## src/rtl/bue_pkg.sv

```systemverilog
// Shared types, constants and helpers for the blending union evaluator.
package bue_pkg;

	localparam int VAL_W         = 32;
	localparam int LIMIT_W       = 17;
	localparam int FRAC_BITS_DEF = 16;
	localparam int QUEUE_DEPTH   = 4;

	// Configuration register indexes.
	typedef enum logic [1:0] {
		REG_AMPLITUDE    = 2'd0,
		REG_FIRST_SCALE  = 2'd1,
		REG_SECOND_SCALE = 2'd2,
		REG_LIMIT        = 2'd3
	} cfg_reg_t;

	// One request as it passes from the front end to the arithmetic pipeline.
	typedef struct packed {
		logic signed [VAL_W-1:0] first_value;
		logic signed [VAL_W-1:0] second_value;
		logic                    param_error;
	} item_t;

	// Magnitude of a signed word; the most negative value maps to 2^31.
	function automatic logic [VAL_W-1:0] mag32(input logic signed [VAL_W-1:0] v);
		mag32 = v[VAL_W-1] ? VAL_W'(-v) : VAL_W'(v);
	endfunction

endpackage

```

## src/rtl/bue_front.sv

```systemverilog
// Front end: takes requests, flags bad scale settings and queues them.
module bue_front import bue_pkg::*; (
	input  logic                    clk,
	input  logic                    arst_n,
	input  logic                    push,
	output logic                    full,
	input  logic signed [VAL_W-1:0] first_value,
	input  logic signed [VAL_W-1:0] second_value,
	input  logic [VAL_W-1:0]        first_mag,
	input  logic [VAL_W-1:0]        second_mag,
	input  logic [LIMIT_W-1:0]      limit,
	output logic                    item_valid,
	output item_t                   item,
	input  logic                    item_take
);

	localparam int PTR_W = $clog2(QUEUE_DEPTH);
	localparam int CNT_W = $clog2(QUEUE_DEPTH + 1);

	item_t             mem_q [QUEUE_DEPTH];
	logic [PTR_W-1:0]  wr_ptr_q;
	logic [PTR_W-1:0]  rd_ptr_q;
	logic [CNT_W-1:0]  count_q;
	logic              wr_en;
	logic              rd_en;
	logic              bad_scale;
	item_t             new_item;

	// A zero scale always counts as an error, whatever the limit.
	assign bad_scale = (first_mag == '0) || (second_mag == '0)
		|| (first_mag < VAL_W'(limit)) || (second_mag < VAL_W'(limit));

	assign new_item.first_value  = first_value;
	assign new_item.second_value = second_value;
	assign new_item.param_error  = bad_scale;

	assign full       = (count_q == CNT_W'(QUEUE_DEPTH));
	assign wr_en      = push && !full;
	assign item_valid = (count_q != '0);
	assign rd_en      = item_valid && item_take;
	assign item       = mem_q[rd_ptr_q];

	// Queue storage.
	always_ff @(posedge clk) begin
		if (wr_en) begin
			mem_q[wr_ptr_q] <= new_item;
		end
	end

	// Queue pointers and fill count.
	always_ff @(posedge clk or negedge arst_n) begin
		if (!arst_n) begin
			wr_ptr_q <= '0;
			rd_ptr_q <= '0;
			count_q  <= '0;
		end else begin
			if (wr_en) begin
				wr_ptr_q <= PTR_W'(wr_ptr_q + 1'b1);
			end
			if (rd_en) begin
				rd_ptr_q <= PTR_W'(rd_ptr_q + 1'b1);
			end
			count_q <= CNT_W'(count_q + CNT_W'(wr_en) - CNT_W'(rd_en));
		end
	end

endmodule

```

## config.mk

```make
export PLATFORM = sky130hd
export DESIGN_NAME = bue_front
export DESIGN_NICKNAME = d
export VERILOG_FILES = /design/src/rtl/bue_pkg.sv /design/src/rtl/bue_front.sv
export SDC_FILE = /design/constraint.sdc
export NUM_CORES = 1
export LEC_CHECK = 0
export BUFFER_PORTS_ARGS = -buffer_cell sky130_fd_sc_hd__buf_2
export CAP_MARGIN = 0
export CORE_ASPECT_RATIO = 0.9
export CORE_MARGIN = 8
export CORE_UTILIZATION = 57
export CTS_BUF_LIST = sky130_fd_sc_hd__clkbuf_4
export DETAILED_ROUTE_END_ITERATION = 16
export PLACE_DENSITY = 0.83
export SYNTH_ARGS = -nofsm -noshare
export SYNTH_HDL_FRONTEND = slang
export SYNTH_SLANG_ARGS = --single-unit
```

## constraint.sdc

```tcl
create_clock -name clk -period 3.45 [get_ports clk]
set_input_delay 0.69 -clock clk [delete_from_list [all_inputs] [get_ports clk]]
set_output_delay 0.69 -clock clk [all_outputs]
set_load 0.005 [all_outputs]
```

==> impl_metrics.yaml, run 1 <==
synthesis:
  syn_area_um2: 10700
  synth-seq-area-share_pct: 74.7
  syn_avg_cell_area_um2: 21.3
  syn_nets: 689
  yosysWarnings: 0
  syn_inst: 501
  synth_flop_cell: "edfxtp_1"
  async_reset_ff_share_pct: 2.62
  synth-edff-count: 260
  synth.distinct_cells: 39
  ys_ff_latch: 267
finish:
  drive_gt1_share_pct: 47.5
  design_area_um2: 12900
  finalNonFillerCells: 1060
  num-nets-final: 964
  area_delta_synth_final_pct: 20.3
  fin_util_pct: 69.9
worst_setup_path:
  cp_cell_sequence: "buf_12, mux4_2, buf_2"
  worstPathRequired_ps: 2760
  cp-start-kind: "flip-flop"
  slowest_delay_ps: 670
  slowest_stage: "dfrtp_4"
  path_delay_family: "flip-flops"
  cp_max_fo: 38
  path_buf_inv: 2
  crit_path_end_kind: "output pin"
  cp.arrival_ps: 2390
  critical_path_class: "flip-flop to output pin"
die:
  row_count: 47
  start_util_pct: 58.1
  die_h_um: 146
  die_area_um2: 23400
  dieWidth_um: 160
  core-area_um2: 18400
  num_io_pins: 216
job:
  maxCapViolCount: 0
power_and_ir_drop:
  power.density_nw_per_um2: 742
  power_uw: 9540
  ir_drop_mv: 0.354
  p_leak_uw: 0.00480
drt:
  drt-total-wl_um: 22800
  drc: 0
  drt_pre_antenna_iters: 4
  drt-vias-per-instance: 5.53
  routedWlPerCell_um: 21.5
  vias: 5864
  drt_iter0_markers: 351
  ant_nets: 0
hold_path:
  holdCritPathClass: "primary input to flip-flop"
sta:
  fin_crit_ps: 3080
  final-max-slew-violation-count: 0
  tightest_slew_ps: 617
  setup_tns_ps: 0
  maxSlewHeadroom_pct: 58.8
  rsz0062_at_grt: "no"
  hold_viol: 0
  fmax_mhz: 325
  fin_crit_sh_pct: 89.2
  setup_viol: 0
  fin_skew_ps: 40.8
grt:
  track_usage_pct: 19.8
  grt_pass1_vias: 6737
  grt_overflow_total: 0
  grt_pass1_wl_um: 35900
  antenna_found_initial: 3
  grt_max_degree: 40
place:
  gp_congestion: 0.873
  post-dp-hpwl_um: 15600
  dp.cells: 952
  postPlaceCellArea_um2: 12100
  portBuffers: 215
clock_network:
  hold_buffers: 1
  ctsResizeCount: 0
  htree_levels: 3
  cts_buffer_depth: 3
  cts_sinks: 267
  clk_pin_slew_ps: 60
  cts_setup_buffers: 0
  cts_buffers: 66
  cts_root_buf: "clkbuf_4"
  clk_latency_ps: 630
  cts_tree: "done"
outcome:
  status: "complete, no violations"
-- cell usage in the layout (no fill, tap or decap), drive strengths merged, types with 2 or more instances in the layout --
cell and count:
inv 26, clkinvlp 2, nand2 9, o211ai 2, nor2 7, ha 38, dfrtp 7, buf 222
nand4 7, mux4 65, and2 5, a2111oi 3, nor3 2, a211oi 2, a21oi 9, edfxtp 260
clkinv 17, nor4 15, nand3 3, diode 2, clkbuf 84, xnor2 4, o21ai 7, nand2b 4
-- layout make-up --
cell class,count,area [um^2]
Sequential cell,267,7990
Fill cell,1193,5550
Multi-Input combinational cell,194,2530
Timing Repair Buffer,223,1210
Clock buffer,84,631
Tap cell,245,307
Inverter,24,90.1
Clock inverter,21,88.8
Antenna cell,2,5.00
-- cell usage after synthesis (all sizes together), types with 2 or more instances --
cell type,number,share of area (%)
a211oi,2,0.14
a21oi,9,0.42
o211ai,2,0.14
nor2,7,0.25
inv,24,0.84
nor3,2,0.094
dfrtp,7,1.6
buf,11,0.68
nand2,9,0.32
a2111oi,3,0.42
nand3,3,0.14
clkbuf,5,0.18
o21ai,7,0.33
nand4,7,0.41
nor4,15,0.88
ha,38,4.4
and2,5,0.29
mux4,65,14
nand2b,4,0.30
xnor2,4,0.33
edfxtp,260,73
-- power by group --
part | total (uW) | internal, uW | switching [uW]
registers | 4600 | 4280 | 319
clock network | 2240 | 1130 | 1110
logic | 2700 | 1410 | 1300
-- sequential cells by signal, indices dropped and copies added, names as in the netlist --
signal and count:
mem_q 260, rd_ptr_q 2, wr_ptr_q 2, count_q 3
-- routing by layer --
layer  wire length (um)  vias to the layer above  GRT usage, %
met5                 12                        -             0
met4                299                        2          7.10
met3               1840                       24          6.73
met2              11800                      257          34.1
met1               8790                     2909          22.6
li1                   -                     2672             -
-- cells by family (layout without fill, tap and decap cells) --
| logic type | count (synthesis) | count (layout) | share of synthesized area (%) |
|---|---|---|---|
| buffers and inverters | 40 | 352 | 1.70 |
| flip-flops | 267 | 267 | 74.7 |
| other | 0 | 2 | 0 |
| multiplexers | 65 | 65 | 13.7 |
| adder cells (fa/ha/maj) | 39 | 39 | 4.64 |
| AO/OA/AOI/OAI | 29 | 29 | 1.93 |
| AND/OR/NAND/NOR | 56 | 56 | 2.93 |
| XOR/XNOR | 5 | 5 | 0.410 |
-- per-stage QoR --
stage / setup WS, ps / hold slack [ps]
after floorplan: 424 / 394
after global placement: 963 / 506
final: 371 / 273
after detailed placement: 786 / 548
after global routing: 175 / 217
after CTS: 263 / 209
-- worst register-to-register path, delay by kind of cell, from the launching register on --
family                     cells  cell delay [ps]
buffers and inverters          3              230
xor gates and xnor gates       1              140
adders and majority gates      3              820
and+or+nand+nor                2              660
DFF                            1              400
-- final timing paths --
| kind | to | from | slack (ps) | depth (start not counted) |
|---|---|---|---|---|
| worst min register to register | count_q[0]$_DFF_PN0_ | count_q[0]$_DFF_PN0_ | 560 | 1 |
| max in group asynchronous | rd_ptr_q[1]$_DFFE_PN0P_ | arst_n | 2770 | 2 |
| worst max register to register | count_q[2]$_DFF_PN0_ | count_q[2]$_DFF_PN0_ | 1080 | 9 |
| worst min-delay path | mem_q[1][19]$_DFFE_PP_ | second_value[18] | 270 | 1 |
| min in group asynchronous | rd_ptr_q[0]$_DFFE_PN0P_ | arst_n | 470 | 2 |
| worst max-delay path | item[26] | rd_ptr_q[0]$_DFFE_PN0P_ | 370 | 3 |
(Power assumes the default switching activity.)
==> run 2, diff against run 1 <==
Settings changed: CORE_ASPECT_RATIO 0.9 to 1.1.
==> run 2 against run 1 <==
Net effect:
- non-clock buffer count is 4 higher
- clock-buffer cell count is 13 higher
- clock power up 8%
- global-route usage grew 0.60 points
- hold slack improved by 10 ps
- critical path type unchanged
- flip-flop and latch count is the same
- combinational power is 4% lower
==> impl_metrics.yaml, run 2 (synthesis gave the netlist of run 1 again) <==
grt:
  grt_pass1_vias: 6916
  antenna_found_initial: 2
  grt_max_degree: 67
  track_usage_pct: 20.4
  grt_pass1_wl_um: 36500
  grt_overflow_total: 0
sta:
  maxSlewHeadroom_pct: 36.0
  fin_crit_ps: 3170
  fin_skew_ps: 15.4
  fin_crit_sh_pct: 92.0
  setup_tns_ps: 0
  tightest_slew_ps: 960
  final-max-slew-violation-count: 0
  setup_viol: 0
  rsz0062_at_grt: "no"
  hold_viol: 0
  fmax_mhz: 315
power_and_ir_drop:
  p_leak_uw: 0.00486
  p_int_uw: 6970
  switching_share_pct: 28.4
  ir_drop_mv: 0.548
  p_comb_share_pct: 26.6
  p_switching_uw: 2760
  p_seq_share_pct: 48.4
  power_uw: 9730
  clock_power_share_pct: 25.0
  power.density_nw_per_um2: 753
worst_setup_path:
  critical_path_class: "flip-flop to output pin"
  crit_path_end_kind: "output pin"
  slowest_stage: "dfrtp_4"
  slowest_delay_ps: 820
  cp_max_fo: 30
  cp.arrival_ps: 2480
  cp_cell_sequence: "buf_4, mux4_2, buf_2"
  worstPathRequired_ps: 2760
  cp-start-kind: "flip-flop"
finish:
  area_delta_synth_final_pct: 20.9
  num-nets-final: 969
  fill_cells: 1190
  largest_reg_flops: 260
  drive_gt1_share_pct: 48.4
  layout_common_cells: "edfxtp_1 (260), buf_2 (215), clkbuf_4 (97)"
  regMostFlops: "mem_q"
  final_common_cell: "edfxtp_1"
  largestRegisters: "mem_q: 260 flops, count_q: 3 flops"
drt:
  ant_nets: 0
  drt-total-wl_um: 23400
  vias: 6002
  drt_pre_antenna_iters: 5
  drc: 0
  drt_iter0_markers: 344
  drt-vias-per-instance: 5.60
  routedWlPerCell_um: 21.8
clock_network:
  ctsResizeCount: 0
  cts_buffer_depth: 3
  clk_latency_ps: 620
  clk_pin_slew_ps: 60
  cts_setup_buffers: 0
  cts_sinks: 267
  cts_buffers: 67
  htree_levels: 3
  cts_root_buf: "clkbuf_4"
  cts_tree: "done"
die:
  die_area_um2: 23400
  dieWidth_um: 147
  die_h_um: 160
  core-area_um2: 18400
  start_util_pct: 58.0
  num_io_pins: 216
  row_count: 52
outcome:
  status: "complete, no violations"
place:
  post-dp-hpwl_um: 16400
  gp_congestion: 0.908
  portBuffers: 215
job:
  maxCapViolCount: 0
hold_path:
  holdCritPathClass: "primary input to flip-flop"
[run 2: critical path, delay by kind of cell (launching register included)]
family	cells	cell delay, ps
muxes	1	530
DFF	1	820
buffers and inverters	2	490
[run 2: path summary, 6_finish.rpt]
| check | start | depth (start not counted) | endpoint | slack, ps |
|---|---|---|---|---|
| worst min register to register | count_q[0]$_DFF_PN0_ | 1 | count_q[0]$_DFF_PN0_ | 580 |
| worst max register to register | count_q[2]$_DFF_PN0_ | 4 | mem_q[2][38]$_DFFE_PP_ | 1130 |
| worst max-delay path | rd_ptr_q[0]$_DFFE_PN0P_ | 3 | item[45] | 280 |
| worst min-delay path | second_value[15] | 1 | mem_q[1][16]$_DFFE_PP_ | 280 |
| max in group asynchronous | arst_n | 2 | rd_ptr_q[1]$_DFFE_PN0P_ | 2810 |
| min in group asynchronous | arst_n | 2 | count_q[1]$_DFF_PN0_ | 450 |
[run 2: power by group through the flow]
| stage | Combinational [uW] | Sequential [uW] | Clock, uW |
|---|---|---|---|
| global placement | 2570 | 4730 | 0 |
| CTS | 2670 | 4730 | 2510 |
| detailed placement | 2650 | 4780 | 0 |
| finish | 2590 | 4710 | 2430 |
| floorplan | 1780 | 4470 | 0 |
| global route | 2820 | 4780 | 2670 |
[run 2: per-stage QoR]
stage / utilization, % / std cells / setup WS [ps] / hold WS [ps] / cell area [um^2]
final: 70.2 / 1072 / 276 / 284 / 12900
after global placement: 65.8 / 954 / 884 / 505 / 12100
after floorplan: - / 501 / 424 / 394 / 10700
after detailed placement: 65.8 / 954 / 789 / 541 / 12100
after global routing: 70.2 / 1071 / 63.7 / 236 / 12900
after CTS: 70.2 / 1070 / 153 / 223 / 12900
[run 2: final cells by class]
cell class | count | area (um^2) | share of cell area, %
clock inverter | 18 | 68.8 | 0.532
tap | 243 | 304 | 2.35
antenna | 2 | 5.00 | 0.0387
timing repair buffer | 227 | 1210 | 9.33
clock buffer | 97 | 728 | 5.63
inverter | 24 | 90.1 | 0.697
multi-input combinational | 194 | 2530 | 19.6
sequential | 267 | 7990 | 61.8
[run 2: repair_timing]
action | CTS | global route
hold endpoints to repair | 7 | 0
setup endpoints to repair | 0 | 0
hold buffers | 1 | 0
[run 2: metal layers]
| metal | share of wire [%] | vias up | track usage [%] |
|---|---|---|---|
| met5 | 0.038 | - | 0 |
| met4 | 2.3 | 2 | 8.95 |
| met3 | 7.8 | 45 | 6.68 |
| met2 | 52 | 284 | 35.2 |
| met1 | 37 | 2974 | 22.6 |
| li1 | - | 2697 | - |
==> run 3, diff against run 2 <==
Settings changed: SETUP_SLACK_MARGIN set to 0.4.
==> run 3 against run 2 <==
Net effect:
- combinational power increased by 9.3%
- clock skew is 4.3 ps higher
- flip-flop and latch count unchanged
- via count rose by 0.92%
- final cell count up 0.65%
- sequential power decreased by 3%
- die area unchanged
- sequential share of layout area shrank 0.32 points
- critical path type unchanged
==> impl_metrics.yaml, run 3 (synthesis gave the netlist of run 1 again) <==
sta:
  fin_crit_ps: 2910
  fin_crit_sh_pct: 84.5
  rsz0062_at_grt: "no"
  hold_viol: 0
  fin_skew_ps: 19.8
  tightest_slew_ps: 739
  setup_viol: 0
  fmax_mhz: 343
  setup_tns_ps: 0
  maxSlewHeadroom_pct: 49.4
  setup_slack_ps: 535
  final-max-slew-violation-count: 0
grt:
  grt_overflow_total: 0
  grt_max_degree: 40
  antenna_found_initial: 4
  grt_pass1_vias: 7017
  grt_pass1_wl_um: 37200
  track_usage_pct: 20.9
die:
  core-area_um2: 18400
  num_io_pins: 216
  die_area_um2: 23400
  die_h_um: 160
  dieWidth_um: 147
  start_util_pct: 58.0
  row_count: 52
clock_network:
  ctsResizeCount: 0
  cts_buffers: 67
  clk_latency_ps: 610
  cts_root_buf: "clkbuf_4"
  clk_pin_slew_ps: 70
  cts_sinks: 267
  cts_tree: "done"
  htree_levels: 3
  cts_buffer_depth: 3
worst_setup_path:
  cp_max_fo: 34
  cp_cell_sequence: "buf_12, mux4_2, buf_2"
  path_delay_family: "flip-flops"
  crit_path_end_kind: "output pin"
  r2r_slack_ps: 1120
  cp-start-kind: "flip-flop"
  slowest_delay_ps: 790
  path_buf_inv: 2
  cp.arrival_ps: 2220
  slowest_stage: "dfrtp_4"
  critical_path_class: "flip-flop to output pin"
  worstPathRequired_ps: 2760
finish:
  layout_common_cells: "edfxtp_1 (260), buf_2 (215), clkbuf_4 (97)"
  final_common_cell: "edfxtp_1"
  largest_reg_flops: 260
  regMostFlops: "mem_q"
  area_delta_synth_final_pct: 21.6
  largestRegisters: "mem_q: 260 flops, count_q: 3 flops"
  finalNonFillerCells: 1079
  num-nets-final: 974
  drive_gt1_share_pct: 48.7
place:
  gp_congestion: 0.908
  dp.cells: 954
  portBuffers: 215
  post-dp-hpwl_um: 16400
  preCtsSetupSlack_ps: 789
outcome:
  status: "complete, no violations"
drt:
  drt-total-wl_um: 23900
  vias: 6057
  ant_nets: 0
  routedWlPerCell_um: 22.2
  drc: 0
  drt_iter0_markers: 396
  drt-vias-per-instance: 5.61
  drt_pre_antenna_iters: 5
power_and_ir_drop:
  p_leak_uw: 0.00490
  power.density_nw_per_um2: 758
  ir_drop_mv: 0.408
job:
  maxCapViolCount: 0
hold_path:
  holdCritPathClass: "primary input to flip-flop"
## run 3: changes by cell type in the layout (fill, tap and decap cells not counted), sizes merged
cell | before | now
diode | 2 | 4
buf | 226 | 231
## run 3: final cells by class
class                           count  area, um^2
Tap cell                          243         304
Sequential cell                   267        7990
Clock inverter                     18        68.8
Fill cell                        1181        5420
Clock buffer                       97         728
Multi-Input combinational cell    194        2530
Inverter                           24        90.1
Timing Repair Buffer              232        1270
Antenna cell                        4        10.0
## run 3: routing by layer
metal  vias to the layer above  GRT usage, %  share of wire [%]  routed length [um]
met3                        50          7.02                8.6                2050
met1                      2997          22.9                 37                8770
met5                         -             0              0.079                  19
met4                         4          9.33                2.4                 578
li1                       2711             -                  -                   -
met2                       295          36.1                 52               12500
## run 3: power by group
part	internal (uW)	leakage [uW]	switching [uW]
Sequential	4280	0.00247	294
Clock	1290	0.000482	1150
Combinational	1460	0.00194	1370
## run 3: worst paths after layout
kind,from,to,depth (start not counted)
max reg2reg,count_q[2]$_DFF_PN0_,mem_q[2][38]$_DFFE_PP_,4
min reg2reg,count_q[0]$_DFF_PN0_,count_q[0]$_DFF_PN0_,1
max in group asynchronous,arst_n,rd_ptr_q[1]$_DFFE_PN0P_,2
max,rd_ptr_q[1]$_DFFE_PN0P_,item[50],3
min,second_value[30],mem_q[0][31]$_DFFE_PP_,1
min in group asynchronous,arst_n,rd_ptr_q[0]$_DFFE_PN0P_,2
## run 3: through the flow
stage / total power, uW / utilization [%] / area, um^2 / hold WS, ps
floorplan: 6240 / - / 10700 / 394
global placement: 7300 / 65.8 / 12100 / 505
detailed placement: 7430 / 65.8 / 12100 / 541
CTS: 10000 / 70.5 / 13000 / 223
global route: 10400 / 70.5 / 13000 / 237
finish: 9850 / 70.6 / 13000 / 290
## run 3: worst reg2reg max path: stages, from the launching register on
cell     delay, ps
dfrtp_1        400
nor3b_1        160
nor2b_1        460
and2_4         650
buf_4          340
## run 3: what timing repair did
action,4_1_cts,5_1_grt
setup endpoints to repair,54,0
buffers inserted,5,0
hold buffers,1,0
hold endpoints to repair,7,0
